File: src/hw/rtl/mactp_pkg.sv
package mactp_pkg;

  localparam int unsigned CharW   = 8;
  localparam int unsigned AddrW   = 48;
  localparam int unsigned PosW    = 5;
  localparam int unsigned NibbleW = 4;

  localparam logic [PosW-1:0] BareLen  = PosW'(12);
  localparam logic [PosW-1:0] DelimLen = PosW'(17);
  localparam logic [PosW-1:0] PosMax   = '1;

  localparam logic [CharW-1:0] CharNul = 8'h00;

  // Phase of a character inside a delimited byte group
  typedef enum logic [1:0] {
    PhHigh  = 2'd0,
    PhLow   = 2'd1,
    PhDelim = 2'd2
  } phase_e;

  typedef enum logic [2:0] {
    ModeUndecided = 3'b001,
    ModeBare      = 3'b010,
    ModeDelim     = 3'b100
  } mode_e;

  typedef struct packed {
    logic             parse_ok;
    logic [AddrW-1:0] mac_address;
    logic             vendor_prefix_match;
  } result_t;

  function automatic logic is_hex(input logic [CharW-1:0] c);
    return (c >= 8'h30 && c <= 8'h39) || (c >= 8'h41 && c <= 8'h46) ||
           (c >= 8'h61 && c <= 8'h66);
  endfunction

  function automatic logic [NibbleW-1:0] hex_val(input logic [CharW-1:0] c);
    logic [CharW-1:0] v;
    v = 8'h00;
    if (c >= 8'h30 && c <= 8'h39) begin
      v = c - 8'h30;
    end else if (c >= 8'h41 && c <= 8'h46) begin
      v = c - 8'h37;
    end else if (c >= 8'h61 && c <= 8'h66) begin
      v = c - 8'h57;
    end
    return v[NibbleW-1:0];
  endfunction

  function automatic logic is_punct(input logic [CharW-1:0] c);
    return (c >= 8'h21 && c <= 8'h2F) || (c >= 8'h3A && c <= 8'h40) ||
           (c >= 8'h5B && c <= 8'h60) || (c >= 8'h7B && c <= 8'h7E);
  endfunction

  function automatic logic vendor_match(input logic [AddrW-1:0] a);
    logic [15:0] oui;
    oui = a[39:24];
    return (a[47:40] == 8'h00) &&
           (oui == 16'h0569 || oui == 16'h0c29 || oui == 16'h1c14 || oui == 16'h5056);
  endfunction

endpackage

File: src/hw/rtl/mactp_char_if.sv
interface mactp_char_if;
  logic       valid;
  logic       ready;
  logic [7:0] char_code;

  modport source (output valid, output char_code, input ready);
  modport sink (input valid, input char_code, output ready);
endinterface

File: src/hw/rtl/mactp_result_if.sv
interface mactp_result_if;
  logic        valid;
  logic        ready;
  logic        parse_ok;
  logic [47:0] mac_address;
  logic        vendor_prefix_match;

  modport source (output valid, output parse_ok, output mac_address,
                  output vendor_prefix_match, input ready);
  modport sink (input valid, input parse_ok, input mac_address,
                input vendor_prefix_match, output ready);
endinterface

File: src/hw/rtl/mac_address_text_parser.sv
// MAC address text parser: feed the address text one character per transfer on in_i and end it
// with a NUL; each NUL yields one result on out_o (parse_ok, the stored 48-bit address, and a
// flag for four fixed vendor prefixes), other characters yield none. The per-character state
// update is a single compare-and-shift step, so a character can be accepted every cycle while
// in_i is ready. Results sit in an output register backed by one skid entry; in_i drops ready
// only while that skid entry is occupied. cfg_wdata_i, written with cfg_we_i, is the required
// delimiter (0 = detect from the third character or accept 12 bare digits); the stored value is
// used at the first character of each text; write it only while the block is idle.
module mac_address_text_parser (
  input  logic                       clk_i,
  input  logic                       rst_ni,
  input  logic                       cfg_we_i,
  input  logic [mactp_pkg::CharW-1:0] cfg_wdata_i,
  mactp_char_if.sink                 in_i,
  mactp_result_if.source             out_o
);
  import mactp_pkg::*;

  logic [CharW-1:0]   req_delim_q;
  logic [AddrW-1:0]   stored_q, stored_d;
  logic [AddrW-1:0]   partial_q, partial_d;
  logic [PosW-1:0]    pos_q, pos_d;
  phase_e             phase_q, phase_d;
  mode_e              mode_q, mode_d;
  logic [CharW-1:0]   delim_q, delim_d;
  logic               err_q, err_d;
  logic [NibbleW-1:0] hn_q, hn_d;

  result_t out_q, skid_q, res_new;
  logic    out_valid_q, skid_valid_q;

  logic [CharW-1:0] c;
  logic             accept, push, drain, ok;

  assign c      = in_i.char_code;
  assign accept = in_i.valid && in_i.ready;
  assign push   = accept && (c == CharNul);
  assign drain  = !out_valid_q || out_o.ready;
  assign in_i.ready = !skid_valid_q;

  assign ok = !err_q && ((mode_q == ModeBare && pos_q == BareLen) ||
                         (mode_q == ModeDelim && pos_q == DelimLen));

  always_comb begin
    logic take, first;
    stored_d  = stored_q;
    partial_d = partial_q;
    pos_d     = pos_q;
    phase_d   = phase_q;
    mode_d    = mode_q;
    delim_d   = delim_q;
    err_d     = err_q;
    hn_d      = hn_q;
    take      = 1'b0;
    first     = 1'b0;
    res_new   = '0;

    if (c == CharNul) begin
      if (ok) begin
        stored_d = partial_q;
      end
      res_new.parse_ok            = ok;
      res_new.mac_address         = stored_d;
      res_new.vendor_prefix_match = vendor_match(stored_d);
      partial_d = '0;
      pos_d     = '0;
      phase_d   = PhHigh;
      mode_d    = ModeUndecided;
      delim_d   = '0;
      err_d     = 1'b0;
      hn_d      = '0;
    end else begin
      if (pos_q != PosMax) begin
        pos_d = pos_q + PosW'(1);
      end
      case (phase_q)
        PhHigh:  phase_d = PhLow;
        PhLow:   phase_d = PhDelim;
        default: phase_d = PhHigh;
      endcase

      if (!err_q) begin
        // Required delimiter forces delimited mode at the first character
        if (pos_q == '0 && req_delim_q != '0) begin
          mode_d  = ModeDelim;
          delim_d = req_delim_q;
        end
        case (mode_d)
          ModeUndecided: begin
            if (pos_q < PosW'(2)) begin
              take  = 1'b1;
              first = (pos_q == '0);
            end else if (is_hex(c) || !is_punct(c)) begin
              mode_d = ModeBare;
              take   = 1'b1;
              first  = 1'b1;
            end else begin
              mode_d  = ModeDelim;
              delim_d = c;
            end
          end
          ModeBare: begin
            if (pos_q >= BareLen) begin
              err_d = 1'b1;
            end else begin
              take  = 1'b1;
              first = !pos_q[0];
            end
          end
          default: begin
            if (pos_q >= DelimLen) begin
              err_d = 1'b1;
            end else if (phase_q == PhDelim) begin
              if (c != delim_d) begin
                err_d = 1'b1;
              end
            end else begin
              take  = 1'b1;
              first = (phase_q == PhHigh);
            end
          end
        endcase

        if (take) begin
          if (!is_hex(c)) begin
            err_d = 1'b1;
          end else if (first) begin
            hn_d = hex_val(c);
          end else begin
            partial_d = {partial_q[AddrW-9:0], hn_q, hex_val(c)};
          end
        end
      end
    end
  end

  always_ff @(posedge clk_i or negedge rst_ni) begin
    if (!rst_ni) begin
      req_delim_q <= '0;
    end else if (cfg_we_i) begin
      req_delim_q <= cfg_wdata_i;
    end
  end

  always_ff @(posedge clk_i or negedge rst_ni) begin
    if (!rst_ni) begin
      stored_q  <= '0;
      partial_q <= '0;
      pos_q     <= '0;
      phase_q   <= PhHigh;
      mode_q    <= ModeUndecided;
      delim_q   <= '0;
      err_q     <= 1'b0;
      hn_q      <= '0;
    end else if (accept) begin
      stored_q  <= stored_d;
      partial_q <= partial_d;
      pos_q     <= pos_d;
      phase_q   <= phase_d;
      mode_q    <= mode_d;
      delim_q   <= delim_d;
      err_q     <= err_d;
      hn_q      <= hn_d;
    end
  end

  // Output register with one skid entry behind it
  always_ff @(posedge clk_i or negedge rst_ni) begin
    if (!rst_ni) begin
      out_valid_q  <= 1'b0;
      skid_valid_q <= 1'b0;
    end else if (drain) begin
      out_valid_q  <= skid_valid_q || push;
      skid_valid_q <= 1'b0;
    end else if (push) begin
      skid_valid_q <= 1'b1;
    end
  end

  always_ff @(posedge clk_i) begin
    if (drain) begin
      out_q <= skid_valid_q ? skid_q : res_new;
    end else if (push) begin
      skid_q <= res_new;
    end
  end

  assign out_o.valid               = out_valid_q;
  assign out_o.parse_ok            = out_q.parse_ok;
  assign out_o.mac_address         = out_q.mac_address;
  assign out_o.vendor_prefix_match = out_q.vendor_prefix_match;

  a_skid_behind_out: assert property (@(posedge clk_i) disable iff (!rst_ni)
    skid_valid_q |-> out_valid_q)
    else $error("skid entry held while output register empty");

  a_nul_clears: assert property (@(posedge clk_i) disable iff (!rst_ni)
    push |=> (pos_q == '0 && mode_q == ModeUndecided && !err_q))
    else $error("text state not cleared after NUL");

  a_delim_len: assert property (@(posedge clk_i) disable iff (!rst_ni)
    (mode_q == ModeDelim && !err_q) |-> (pos_q <= DelimLen))
    else $error("delimited text ran past its length without error");

  a_bare_len: assert property (@(posedge clk_i) disable iff (!rst_ni)
    (mode_q == ModeBare && !err_q) |-> (pos_q <= BareLen))
    else $error("bare text ran past its length without error");

endmodule
File: src/flat_wrapper.sv
// flat-port wrapper written by rule: the top's interface ports become plain ports
module mac_address_text_parser_flat import mactp_pkg::*;
  (clk_i, rst_ni, cfg_we_i, cfg_wdata_i, in_i_valid, in_i_char_code, in_i_ready, out_o_valid, out_o_parse_ok, out_o_mac_address, out_o_vendor_prefix_match, out_o_ready);
  mactp_char_if in_i_i ();
  mactp_result_if out_o_i ();
  input  logic clk_i;
  input  logic rst_ni;
  input  logic cfg_we_i;
  input  logic [mactp_pkg::CharW-1:0] cfg_wdata_i;
  input wire logic [$bits(in_i_i.valid)-1:0] in_i_valid;
  input wire logic [$bits(in_i_i.char_code)-1:0] in_i_char_code;
  output wire logic [$bits(in_i_i.ready)-1:0] in_i_ready;
  output wire logic [$bits(out_o_i.valid)-1:0] out_o_valid;
  output wire logic [$bits(out_o_i.parse_ok)-1:0] out_o_parse_ok;
  output wire logic [$bits(out_o_i.mac_address)-1:0] out_o_mac_address;
  output wire logic [$bits(out_o_i.vendor_prefix_match)-1:0] out_o_vendor_prefix_match;
  input wire logic [$bits(out_o_i.ready)-1:0] out_o_ready;
  assign in_i_i.valid = in_i_valid;
  assign in_i_i.char_code = in_i_char_code;
  assign in_i_ready = in_i_i.ready;
  assign out_o_valid = out_o_i.valid;
  assign out_o_parse_ok = out_o_i.parse_ok;
  assign out_o_mac_address = out_o_i.mac_address;
  assign out_o_vendor_prefix_match = out_o_i.vendor_prefix_match;
  assign out_o_i.ready = out_o_ready;
  mac_address_text_parser u_core (.clk_i(clk_i), .rst_ni(rst_ni), .cfg_we_i(cfg_we_i), .cfg_wdata_i(cfg_wdata_i), .in_i(in_i_i), .out_o(out_o_i));
endmodule
File: config.mk
export PLATFORM = sky130hd
export DESIGN_NAME = mac_address_text_parser_flat
export DESIGN_NICKNAME = d
export VERILOG_FILES = /design/src/hw/rtl/mactp_pkg.sv /design/src/hw/rtl/mactp_char_if.sv /design/src/hw/rtl/mactp_result_if.sv /design/src/hw/rtl/mac_address_text_parser.sv /design/src/flat_wrapper.sv
export SDC_FILE = /design/constraint.sdc
export NUM_CORES = 1
export LEC_CHECK = 0
export ABC_AREA = 1
export BUFFER_PORTS_ARGS = -buffer_cell sky130_fd_sc_hd__buf_2
export CAP_MARGIN = 10
export CORE_ASPECT_RATIO = 1.4
export CORE_MARGIN = 2
export CORE_UTILIZATION = 24
export CTS_CLUSTER_DIAMETER = 40
export DETAILED_ROUTE_END_ITERATION = 10
export PLACE_DENSITY = 0.39
export SYNTH_ARGS = -nofsm -noshare
export SYNTH_HDL_FRONTEND = slang
export SYNTH_SLANG_ARGS = --single-unit
File: constraint.sdc
create_clock -name clk_i -period 7.5 [get_ports clk_i]
set_input_delay 1.125 -clock clk_i [delete_from_list [all_inputs] [get_ports clk_i]]
set_output_delay 1.125 -clock clk_i [all_outputs]
set_load 0.05 [all_outputs]
* After elaboration in Yosys (flattened, before gate mapping) *
Index checks and enable logic that the tools add are counted.

storage, ports and cells
  word-level logic and storage cells = 165
  register bits = 229
  output and inout bits = 52
  input bits = 21

cells by class
  add/subtract/negate cells = 4
  multiplexer cells = 63
  reduce and logical (&&, ||, !) cells = 47
  bitwise logic cells = 1
  eq/ne operators = 16
  magnitude comparators = 17

operator list
  cell                  count
  $mux 48               7
  $mux 50               2
  $mux 8                8
  $le 8x7->1 const B    5
  $ge 8x7->1 const B    4
  $mux 4                8
  $ge 8x6->1 const B    3
  $mux 3                8
  $mux 1                23
  $eq 16x11->1 const B  1
  $eq 16x12->1 const B  1
  $eq 16x13->1 const B  1
  $eq 16x15->1 const B  1
  $le 8x6->1 const B    2
  $logic_not 8->1       2
  $logic_and 1x1->1     14
  $logic_or 1x1->1      12
  $mux 5                2
  $reduce_and 5->1      2
  $reduce_bool 2->1     5
  $ne 8x8->1            1
  $reduce_and 2->1      4
  $reduce_bool 8->1     1
  $sub 4x3->4 const B   2
  other kinds (22)      29

* Logic depth before layout (Yosys ltp) *
Gate-level depths: netlist of the first run.

  word-level depth = 17
  gate-level depth with buffers = 19
  depth with buffers taken out = 18

* Worst setup path after synthesis of the first run *
Ideal clock, no wire load.

  kind = input-to-reg
  start = input port out_o_ready
  end = register u_core.skid_q[0] (netlist bit), enable pin
  required time = 7042 ps
  buffers on the path = 0
  stages = 3
  library setup time = 458 ps
  arrival time = 4557 ps
  setup slack = 2485 ps
  cell sequence = inv_1 -> nand2_1 -> nor2_1

on the way
  word-level cells in the longest chain between the ends = 3

ends and longest elaborated chain
  what                        line                            source
  start: declaration          flat_wrapper.sv:17              input wire logic [$bits(out_o_i.ready)-1:0] out_o_ready;
  $logic_or 1x1->1            mac_address_text_parser.sv:38   assign drain = !out_valid_q || out_o.ready;
  via u_core.drain            mac_address_text_parser.sv:33   logic accept, push, drain, ok;
  $not 1->1 (no line)         -
  $reduce_and 2->1 (no line)  -
  end signal: assignment      mac_address_text_parser.sv:184  skid_q <= res_new;
  end: declaration            mac_address_text_parser.sv:29   result_t out_q, skid_q, res_new;

The timed path passes the listed nets, and every way through them passes these cells.
A chain may end at the register's enable or synchronous reset.

* Final worst setup path of the first run *
  start = input port in_i_char_code[1]
  end = register u_core.partial_q[8]

on the way
  word-level cells in the longest chain between the ends = 14
  elaborated cells on any way between the ends = 44
  those cells by class = order compare (14); eq/ne (2); mux (10); reduce/logical (18)

ends and longest elaborated chain
  what                                                       line                            source
  start: declaration                                         flat_wrapper.sv:11              input wire logic [$bits(in_i_i.char_code)-1:0] in_i_char_code;
  $ge 8x6->1 (tied with other cells)                         mactp_pkg.sv:52                 return (c >= 8'h21 && c <= 8'h2F) || (c >= 8'h3A && c <= 8'h40) ||
  $logic_and 1x1->1                                          mactp_pkg.sv:52
  $logic_or 1x1->1 (2 in a row)                              mactp_pkg.sv:52
  $logic_or 1x1->1                                           mactp_pkg.sv:53                 (c >= 8'h5B && c <= 8'h60) || (c >= 8'h7B && c <= 8'h7E);
  $logic_not 1->1                                            mac_address_text_parser.sv:93   end else if (is_hex(c) || !is_punct(c)) begin
  $logic_or 1x1->1                                           mac_address_text_parser.sv:93
  $mux 1                                                     mac_address_text_parser.sv:93
  $mux 1                                                     mac_address_text_parser.sv:90   if (pos_q < PosW'(2)) begin
  $pmux 1 s2                                                 mac_address_text_parser.sv:88   case (mode_d)
  $mux 1                                                     mac_address_text_parser.sv:82   if (!err_q) begin
  $mux 1                                                     mac_address_text_parser.sv:58   if (c == CharNul) begin
  $ne 2x1->1 (no line) or $reduce_bool 2->1 (tied branches)  -
  $reduce_and 5->1 (no line)                                 -
  end signal: assignment                                     mac_address_text_parser.sv:157  partial_q <= partial_d;
  end: declaration                                           mac_address_text_parser.sv:21   logic [AddrW-1:0] partial_q, partial_d;

Parallel ways exist; a longest one is shown, timed or not. The select of a mux whose other input is x is not followed.

==> results.yml, run 1 <==
power_and_ir_drop:
  p_sw_w: 0.000960
  pwr-share-comb: 0.118
  irDropWorstVdd_v: 0.000179
  power.static_leakage_nw: 5.95
  clkPwrFrac: 0.486
  p_per_area_nw_per_um2: 276
  switching_share: 0.271
  seqPwrFrac: 0.396
  p_int_w: 0.00258
worst_hold_path:
  hp-class: "reg2reg"
  min_path_cells: 2
detailed_routing:
  wl_mm: 26.6
  drt_first_pass_iters: 4
  num_vias: 7843
  drc: 0
  ant_nets: 0
  drtIter0Drc: 362
  viasPerCell: 4.25
  wl_per_cell_um: 14.4
global_routing:
  antenna_found_initial: 0
  overflow: 0
  grt_pass1_vias: 8141
  grt_max_degree: 70
  grt_pass1_wl_mm: 44.2
  gr-usage-all-layers: 0.121
logic_synthesis:
  synth_adder_area_share: 0.00936
  synth.yosys.seq_area_share: 0.583
  synth_area_leaders: "dfrtp_1 (30%), edfxtp_1 (28%), nand2_1 (13%)"
  syn_area_sq_um: 10700
  synth-simple-area-share: 0.223
  ys_ff_latch: 229
  synth_xor_xnor_area_share: 0.00164
  synth_nets: 1225
  synth_top_area_cell: "dfrtp_1"
  yosysWarnings: 0
  synthCells: 1196
  synth_compound_area_frac: 0.104
  syn_area_per_cell_sq_um: 8.95
  synth_mux_area_frac: 0.00515
  synth_top_family_by_area: "simple AND/OR/NAND/NOR gates"
  ys_types: 39
  synth.top_cell.area_share: 0.299
die:
  die_h_um: 254
  fp.coreArea_sq_um: 44100
  io_pins: 73
  initial_core_util: 0.243
  die_area_sq_um: 46300
  die_x_um: 182
  row_count: 91
clock_tree:
  postCtsHoldBufs: 0
  clkTransAtPathRegs_ns: 0.06
  post-cts-setup-buffers: 0
  cts_buffers: 36
  cts-resized-gates: 0
  clkSinkCount: 229
  ctsLongestPathBuffers: 3
  cts_root_buf: "clkbuf_16"
  clk_latency_ns: 0.53
  cts_tree: "built"
  h-tree-depth: 2
run:
  cap_violations: 0
worst_setup_path:
  start_kind: "primary input"
  rrSetupSlack_ns: 3.88
  cp.depth: 12
  criticalPathCategory: "in2reg"
  path_cells: "buf_2, inv_1, ha_1, nand2_1, nor3_4, buf_4, inv_2, nor2_2, a21oi_1, a21oi_4, nand2_2, o21ai_2"
  critPathBufInv: 4
  endpoint_kind: "register"
  cp_max_fo: 38
  max_stage_delay_ns: 0.66
  critPathSlowestCell: "nand2_2"
  critPathRequiredTime_ns: 7.92
  rr_worst_depth: 11
  crit_family: "simple AND/OR/NAND/NOR gates"
  crit_arrival_ns: 4.32
placed_design:
  numPortBuffers: 72
  place.gp.congestion: 0.784
  post-place-ws_ns: 3.00
  placed_cells: 1782
  dp_hpwl_mm: 17.9
finish:
  layout_commonest_cell: "nand2_1"
  layout_common_cells: "nand2_1 (381), inv_1 (133), dfrtp_1 (127)"
  stdcell_count: 1847
  antenna_cells: 0
  seq_area_sq_um: 6230
  n_fill_cell: 4729
  area_growth_syn_to_layout_pct: 20.1
  nets: 1291
  multi_input_area_sq_um: 3680
  drive_gt1_frac: 0.163
timing:
  slew_headroom: 0.344
  max_clock_freq_mhz: 257
  setup_tns_ns: 0
  tightest_slew_ns: 0.981
  timing.final.hold_violations: 0
  drv_slew: 0
  fin_crit_sh: 0.520
  finalCriticalPeriod_ns: 3.90
  skew_ns: 0.0205
  fin_ws_ns: 3.60
  finalSetupViolations: 0
  whs_ns: 0.473
  grt_setup_unrepaired: "false"
outcome:
  outcome: "completed"
-- routing by layer --
layer / global-route usage / part of all wire / up-vias
met4: 0.0449 / 0.026 / 0
met3: 0.0205 / 0.032 / 42
li1: - / - / 4030
met2: 0.218 / 0.51 / 106
met1: 0.144 / 0.44 / 3665
met5: 0 / 0 / -
-- state kept, by name, indices dropped and copies added, names as in the netlist, 2 cells and up --
register / cells
u_core.partial_q: 48
u_core.phase_q: 2
u_core.delim_q: 8
u_core.hn_q: 4
u_core.mode_q: 3
u_core.stored_q: 48
u_core.out_o.mac_address: 48
u_core.skid_q: 50
u_core.req_delim_q: 8
u_core.pos_q: 5
-- synth_stat cells, drive strengths merged --
library cell    n
a211oi          4
a21oi          15
a31oi           4
and3            1
buf            22
clkbuf         31
dfrtp         128
dfstp           1
edfxtp        100
ha              8
inv           142
mux2            4
mux2i           1
nand2         387
nand3          91
nand3b          1
nand4           7
nor2           84
nor3            8
o211ai          3
o21ai         129
o21bai          1
o22ai          22
xor2            2
-- worst register-to-register path, stage by stage, from the launching register on --
cell	delay [ns]
dfrtp_1	0.42
inv_1	0.17
ha_1	0.22
nand2_1	0.12
nor2_4	0.26
o21ai_2	0.29
and3_1	0.27
nand2_1	0.11
o211ai_2	0.14
nor2_2	0.48
nand2_2	0.70
o21ai_2	0.35
-- worst paths after layout --
check | start | to
min | u_core.partial_q[12] | u_core.partial_q[12]
min reg2reg | u_core.partial_q[12] | u_core.partial_q[12]
max in group asynchronous | rst_ni | u_core.stored_q[3]
max | in_i_char_code[1] | u_core.partial_q[8]
min in group asynchronous | rst_ni | u_core.delim_q[0]
max reg2reg | u_core.pos_q[0] | u_core.partial_q[8]
-- power by group through the flow --
stage          clock (W)  combinational (W)  sequential, W
2_1_floorplan          0           0.000317        0.00142
3_3_place_gp           0           0.000428        0.00143
3_5_place_dp           0           0.000425        0.00143
4_1_cts          0.00178           0.000427        0.00140
5_1_grt          0.00183           0.000484        0.00141
6_report         0.00172           0.000416        0.00140
-- kinds of logic (layout without fill, tap and decap cells) --
kind of cell / after synthesis / in the layout
AND/OR/NAND/NOR: 579 / 579
flip-flops: 229 / 229
multiplexers: 5 / 5
adder cells (fa/ha/maj): 8 / 8
AO/OA/AOI/OAI: 178 / 178
buffers and inverters: 195 / 288
XOR/XNOR: 2 / 2
-- final cells by class --
class,instances,area share
timing repair buffer,81,0.0348
inverter,142,0.0415
sequential,229,0.485
clock inverter,19,0.0180
clock buffer,46,0.0803
tap,558,0.0543
multi-input combinational,772,0.286
-- stage by stage --
| stage | util | total power, W | cell area, sq um |
|---|---|---|---|
| 2_1_floorplan | - | 0.00174 | 10700 |
| 3_3_place_gp | 0.263 | 0.00185 | 11600 |
| 6_report | 0.292 | 0.00354 | 12900 |
| 4_1_cts | 0.292 | 0.00361 | 12900 |
| 5_1_grt | 0.292 | 0.00373 | 12900 |
| 3_5_place_dp | 0.263 | 0.00185 | 11600 |
No activity file was read; power rests on OpenSTA's default activity.
==> inputs of run 2 (changes only) <==
--- a/config.mk
+++ b/config.mk
@@ -13,7 +13,7 @@
 export CORE_UTILIZATION = 24
 export CTS_CLUSTER_DIAMETER = 40
 export DETAILED_ROUTE_END_ITERATION = 10
-export PLACE_DENSITY = 0.39
+export PLACE_DENSITY = 0.4
 export SYNTH_ARGS = -nofsm -noshare
 export SYNTH_HDL_FRONTEND = slang
 export SYNTH_SLANG_ARGS = --single-unit
==> constraint.sdc (replaced) <==
create_clock -name clk_i -period 3.45 [get_ports clk_i]
set_input_delay 0.5175 -clock clk_i [delete_from_list [all_inputs] [get_ports clk_i]]
set_output_delay 0.5175 -clock clk_i [all_outputs]
set_load 0.05 [all_outputs]
==> run 2 against run 1 <==
Compared with the run above:
- hold slack worse by 0.46 ns
- count of clock-buffer cells in the layout unchanged
- clock skew up 0.0012 ns
- highest routed layer unchanged
- core utilization about the same
- critical path depth up 4
- largest power group unchanged
- register-to-register slack worse by 3.3 ns
==> results.yml, run 2 (synthesized netlist as in run 1, its figures left out) <==
outcome:
  outcome: "completed"
timing:
  tightest_slew_ns: 0.713
  skew_ns: 0.0217
  max_clock_freq_mhz: 343
  grt_setup_unrepaired: "false"
  setup_tns_ns: 0
  drv_slew: 0
  slew_headroom: 0.525
  finalCriticalPeriod_ns: 2.92
  timing.final.hold_violations: 0
  finalSetupViolations: 0
  fin_crit_sh: 0.846
  whs_ns: 0.0119
die:
  die_area_sq_um: 46300
  io_pins: 73
  die_x_um: 182
  row_count: 91
  die_h_um: 254
  initial_core_util: 0.243
  fp.coreArea_sq_um: 44100
worst_setup_path:
  start_kind: "register"
  crit_arrival_ns: 3.28
  rr_endpoint: "u_core.out_o.vendor_prefix_match"
  endpoint_kind: "register"
  rr_worst_depth: 16
  cp_max_fo: 28
  criticalPathCategory: "reg2reg"
  reg2reg_from: "u_core.pos_q[0]"
  critPathRequiredTime_ns: 3.81
  rrSetupSlack_ns: 0.53
detailed_routing:
  drtIter0Drc: 408
  ant_nets: 0
  drt_first_pass_iters: 5
  wl_mm: 27.5
  wl_per_cell_um: 14.8
  drc: 0
  viasPerCell: 4.28
  num_vias: 7961
finish:
  multi_input_area_sq_um: 3680
  antenna_cells: 0
  largest_register_ff_count: 50
  nets: 1303
  n_fill_cell: 4661
  drive_gt1_frac: 0.167
  layout_commonest_cell: "nand2_1"
  final_core_util: 0.292
  top_register: "u_core.skid_q"
  layout_common_cells: "nand2_1 (381), inv_1 (133), dfrtp_1 (127)"
  area_growth_syn_to_layout_pct: 20.1
  seq_area_sq_um: 6230
clock_tree:
  cts_buffers: 35
  postCtsHoldBufs: 0
  clkTransAtPathRegs_ns: 0.06
  clk_latency_ns: 0.52
  h-tree-depth: 2
  ctsLongestPathBuffers: 3
  post-cts-setup-buffers: 0
  cts_root_buf: "clkbuf_16"
  clkSinkCount: 229
  cts-resized-gates: 0
  cts_tree: "built"
run:
  cap_violations: 0
placed_design:
  dp_hpwl_mm: 18.3
  numPortBuffers: 72
  place.gp.congestion: 0.788
power_and_ir_drop:
  clkPwrFrac: 0.465
  pwr-share-comb: 0.128
  p_per_area_nw_per_um2: 582
  p_int_w: 0.00543
  irDropWorstVdd_v: 0.000319
  power.static_leakage_nw: 5.98
  switching_share: 0.275
  seqPwrFrac: 0.407
  p_sw_w: 0.00206
global_routing:
  gr-usage-all-layers: 0.122
  overflow: 0
  antenna_found_initial: 0
  grt_pass1_wl_mm: 44.9
  grt_max_degree: 68
  grt_pass1_vias: 8101
worst_hold_path:
  hp-class: "in2async"
==> run 2: cell types whose count changed in the layout (fill, tap and decap cells not counted), sizes merged <==
| cell | before | now |
|---|---|---|
| bufinv | 3 | 1 |
| clkinvlp | 5 | 4 |
| buf | 81 | 94 |
| clkinv | 5 | 6 |
==> run 2: metrics by stage <==
stage | total power, W | instances | setup WS, ns | instance area (sq um)
after floorplan | 0.00378 | 1196 | 0.00619 | 10700
after global placement | 0.00406 | 1795 | 0.533 | 11700
after detailed placement | 0.00406 | 1795 | 0.492 | 11700
after CTS | 0.00762 | 1858 | 0.497 | 12900
after global routing | 0.00787 | 1858 | 0.163 | 12900
final | 0.00748 | 1858 | 0.531 | 12900
==> run 2: cell type report <==
cell class              count  share of cell area
clock inverters            17              0.0113
multi-input cells         772               0.286
well taps                 558              0.0543
flip-flops and latches    229               0.485
repair buffers             94              0.0433
clock buffers              46              0.0787
inverters                 142              0.0415
==> run 2: worst max-delay path by stage <==
stage | from | cells after the start | to
finish | u_core.pos_q[0] | 16 | u_core.out_o.vendor_prefix_match
global route | u_core.pos_q[0] | 16 | u_core.out_o.vendor_prefix_match
CTS | u_core.pos_q[0] | 17 | u_core.out_o.vendor_prefix_match
detailed placement | u_core.pos_q[0] | 17 | u_core.out_o.vendor_prefix_match
global placement | in_i_char_code[0] | 15 | u_core.partial_q[2]
floorplan | in_i_char_code[1] | 9 | u_core.skid_q[0]
==> run 2: per-layer routing <==
layer	part of all wire	up-vias	global-route usage	wire length (um)
met1	0.43	3732	0.149	11900
met3	0.039	53	0.0222	1080
met5	0	-	0	0
met2	0.50	129	0.214	13600
li1	-	4047	-	-
met4	0.032	0	0.0486	887
==> run 2: power groups by stage <==
stage | Clock (W) | Combinational [W] | Sequential (W)
floorplan | 0 | 0.000689 | 0.00309
global placement | 0 | 0.000961 | 0.00310
detailed placement | 0 | 0.000967 | 0.00310
CTS | 0.00360 | 0.000971 | 0.00305
global route | 0.00371 | 0.00110 | 0.00306
finish | 0.00348 | 0.000955 | 0.00305
==> run 2: worst max-delay path: stages, from the launching register on <==
cell and delay [ns]:
dfrtp_1 0.39, inv_1 0.11, ha_1 0.22, nand2_1 0.13
nor2_1 0.06, nand2_1 0.06, nand2_1 0.09, nand2_2 0.41
inv_1 0.11, buf_4 0.24, o21ai_0 0.40, nand2_1 0.10
nor2_1 0.13, nand3_1 0.07, nand2_1 0.06, nand2_1 0.06
a21oi_1 0.15
==> inputs of run 3 (changes only) <==
--- a/config.mk
+++ b/config.mk
@@ -13,7 +13,7 @@
 export CORE_UTILIZATION = 24
 export CTS_CLUSTER_DIAMETER = 40
 export DETAILED_ROUTE_END_ITERATION = 10
-export PLACE_DENSITY = 0.4
+export PLACE_DENSITY = 0.39
 export SYNTH_ARGS = -nofsm -noshare
 export SYNTH_HDL_FRONTEND = slang
 export SYNTH_SLANG_ARGS = --single-unit
==> constraint.sdc (replaced) <==
create_clock -name clk_i -period 2.78 [get_ports clk_i]
set_input_delay 0.417 -clock clk_i [delete_from_list [all_inputs] [get_ports clk_i]]
set_output_delay 0.417 -clock clk_i [all_outputs]
set_load 0.05 [all_outputs]
==> run 3 against run 2 <==
Compared with the run above:
- non-clock buffer count increased by 19
- critical path type unchanged
- die area unchanged
- critical path depth increased by 1
- largest cell class unchanged
- critical endpoint unchanged
- global-route usage increased by 0.15 points
==> results.yml, run 3 (synthesized netlist as in run 1, its figures left out) <==
timing:
  fin_crit_sh: 0.898
  max_clock_freq_mhz: 401
  drv_slew: 0
  whs_ns: 0.113
  grt_setup_unrepaired: "false"
  slew_headroom: 0.517
  finalSetupViolations: 0
  skew_ns: 0.0320
  tightest_slew_ns: 0.724
  timing.final.hold_violations: 0
  setup_tns_ns: 0
  finalCriticalPeriod_ns: 2.50
global_routing:
  grt_pass1_vias: 8269
  gr-usage-all-layers: 0.124
  overflow: 0
  grt_pass1_wl_mm: 45.2
  antenna_found_initial: 0
  grt_max_degree: 67
placed_design:
  post_dp_cell_area_sq_um: 11900
  dp_hpwl_mm: 18.8
  place.gp.congestion: 0.755
  numPortBuffers: 72
finish:
  top_register: "u_core.skid_q"
  nets: 1324
  layout_common_cells: "nand2_1 (381), inv_1 (133), dfrtp_1 (127)"
  area_growth_syn_to_layout_pct: 23.0
  final_area_sq_um: 13200
  layout_commonest_cell: "nand2_1"
  largest_register_ff_count: 50
  antenna_cells: 0
  final_core_util: 0.299
  drive_gt1_frac: 0.185
worst_setup_path:
  cp_max_fo: 16
  crit_arrival_ns: 2.78
  start_kind: "register"
  endpoint_kind: "register"
  criticalPathCategory: "reg2reg"
  critPathRequiredTime_ns: 3.06
  rrSetupSlack_ns: 0.28
clock_tree:
  cts_root_buf: "clkbuf_16"
  cts_tree: "built"
  clkTransAtPathRegs_ns: 0.06
  h-tree-depth: 2
  clk_latency_ns: 0.54
  ctsLongestPathBuffers: 3
  post-cts-setup-buffers: 0
  clkSinkCount: 229
  cts-resized-gates: 0
  cts_buffers: 37
die:
  row_count: 91
  io_pins: 73
  die_h_um: 254
  die_x_um: 182
  initial_core_util: 0.243
  die_area_sq_um: 46300
  fp.coreArea_sq_um: 44100
detailed_routing:
  drt_first_pass_iters: 5
  drc: 0
  ant_nets: 0
  num_vias: 8070
  drtIter0Drc: 436
  wl_mm: 27.7
  viasPerCell: 4.29
  wl_per_cell_um: 14.7
power_and_ir_drop:
  irDropWorstVdd_v: 0.000431
  p_per_area_nw_per_um2: 727
  power.static_leakage_nw: 6.14
worst_hold_path:
  hp-class: "in2reg"
run:
  cap_violations: 0
outcome:
  outcome: "completed"
==> run 3: critical path, cell delays in order, from the launching register on <==
cell	delay, ns
dfrtp_1	0.38
inv_1	0.10
ha_1	0.20
nand2_1	0.13
nor2_1	0.05
nand2_1	0.06
nand2_1	0.10
nand2_2	0.12
buf_4	0.22
inv_1	0.09
o21ai_0	0.37
nor2_1	0.09
nand2_1	0.07
nor2_1	0.04
nand2_1	0.05
nand2_1	0.05
nand2_1	0.08
a21oi_1	0.06
==> run 3: metal layers <==
layer,GRT usage,vias to the layer above,wire (um)
met1,0.149,3792,12100
met5,0,-,0
met2,0.220,121,13900
met3,0.0228,42,972
met4,0.0461,0,702
li1,-,4115,-
==> run 3: per-stage QoR <==
stage          power (W)  worst slack (ns)  cells
2_1_floorplan    0.00469            0.0200   1196
3_3_place_gp     0.00507             0.140   1813
3_5_place_dp     0.00507             0.151   1813
4_1_cts          0.00977             0.260   1882
5_1_grt           0.0101           0.00461   1882
6_report         0.00957             0.285   1882
==> run 3: path summary, 6_finish.rpt <==
check | cells past startpoint | start | endpoint
max | 17 | u_core.pos_q[1] | u_core.out_o.vendor_prefix_match
min | 3 | cfg_wdata_i[7] | u_core.req_delim_q[7]
max reg2reg | 17 | u_core.pos_q[1] | u_core.out_o.vendor_prefix_match
min reg2reg | 2 | u_core.partial_q[12] | u_core.partial_q[12]
max in group asynchronous | 3 | rst_ni | u_core.mode_q[0]
min in group asynchronous | 2 | rst_ni | u_core.stored_q[8]
==> run 3: report_power, final <==
part | switching (W) | total [W] | internal (W)
sequential | 0.0000999 | 0.00378 | 0.00368
clock | 0.00180 | 0.00458 | 0.00278
combinational | 0.000811 | 0.00121 | 0.000400
==> run 3: cell type report <==
type | instances | area [sq um]
Tap cell | 558 | 698
Timing Repair Buffer | 113 | 764
Clock buffer | 45 | 1020
Fill cell | 4660 | 30900
Multi-Input combinational cell | 772 | 3680
Sequential cell | 229 | 6230
Clock inverter | 23 | 236
Inverter | 142 | 533
==> run 3: timing repair <==
item	4_1_cts	5_1_grt
hold buffers	1	0
endpoints found under the hold margin	52	0
endpoints found under the setup margin	0	0
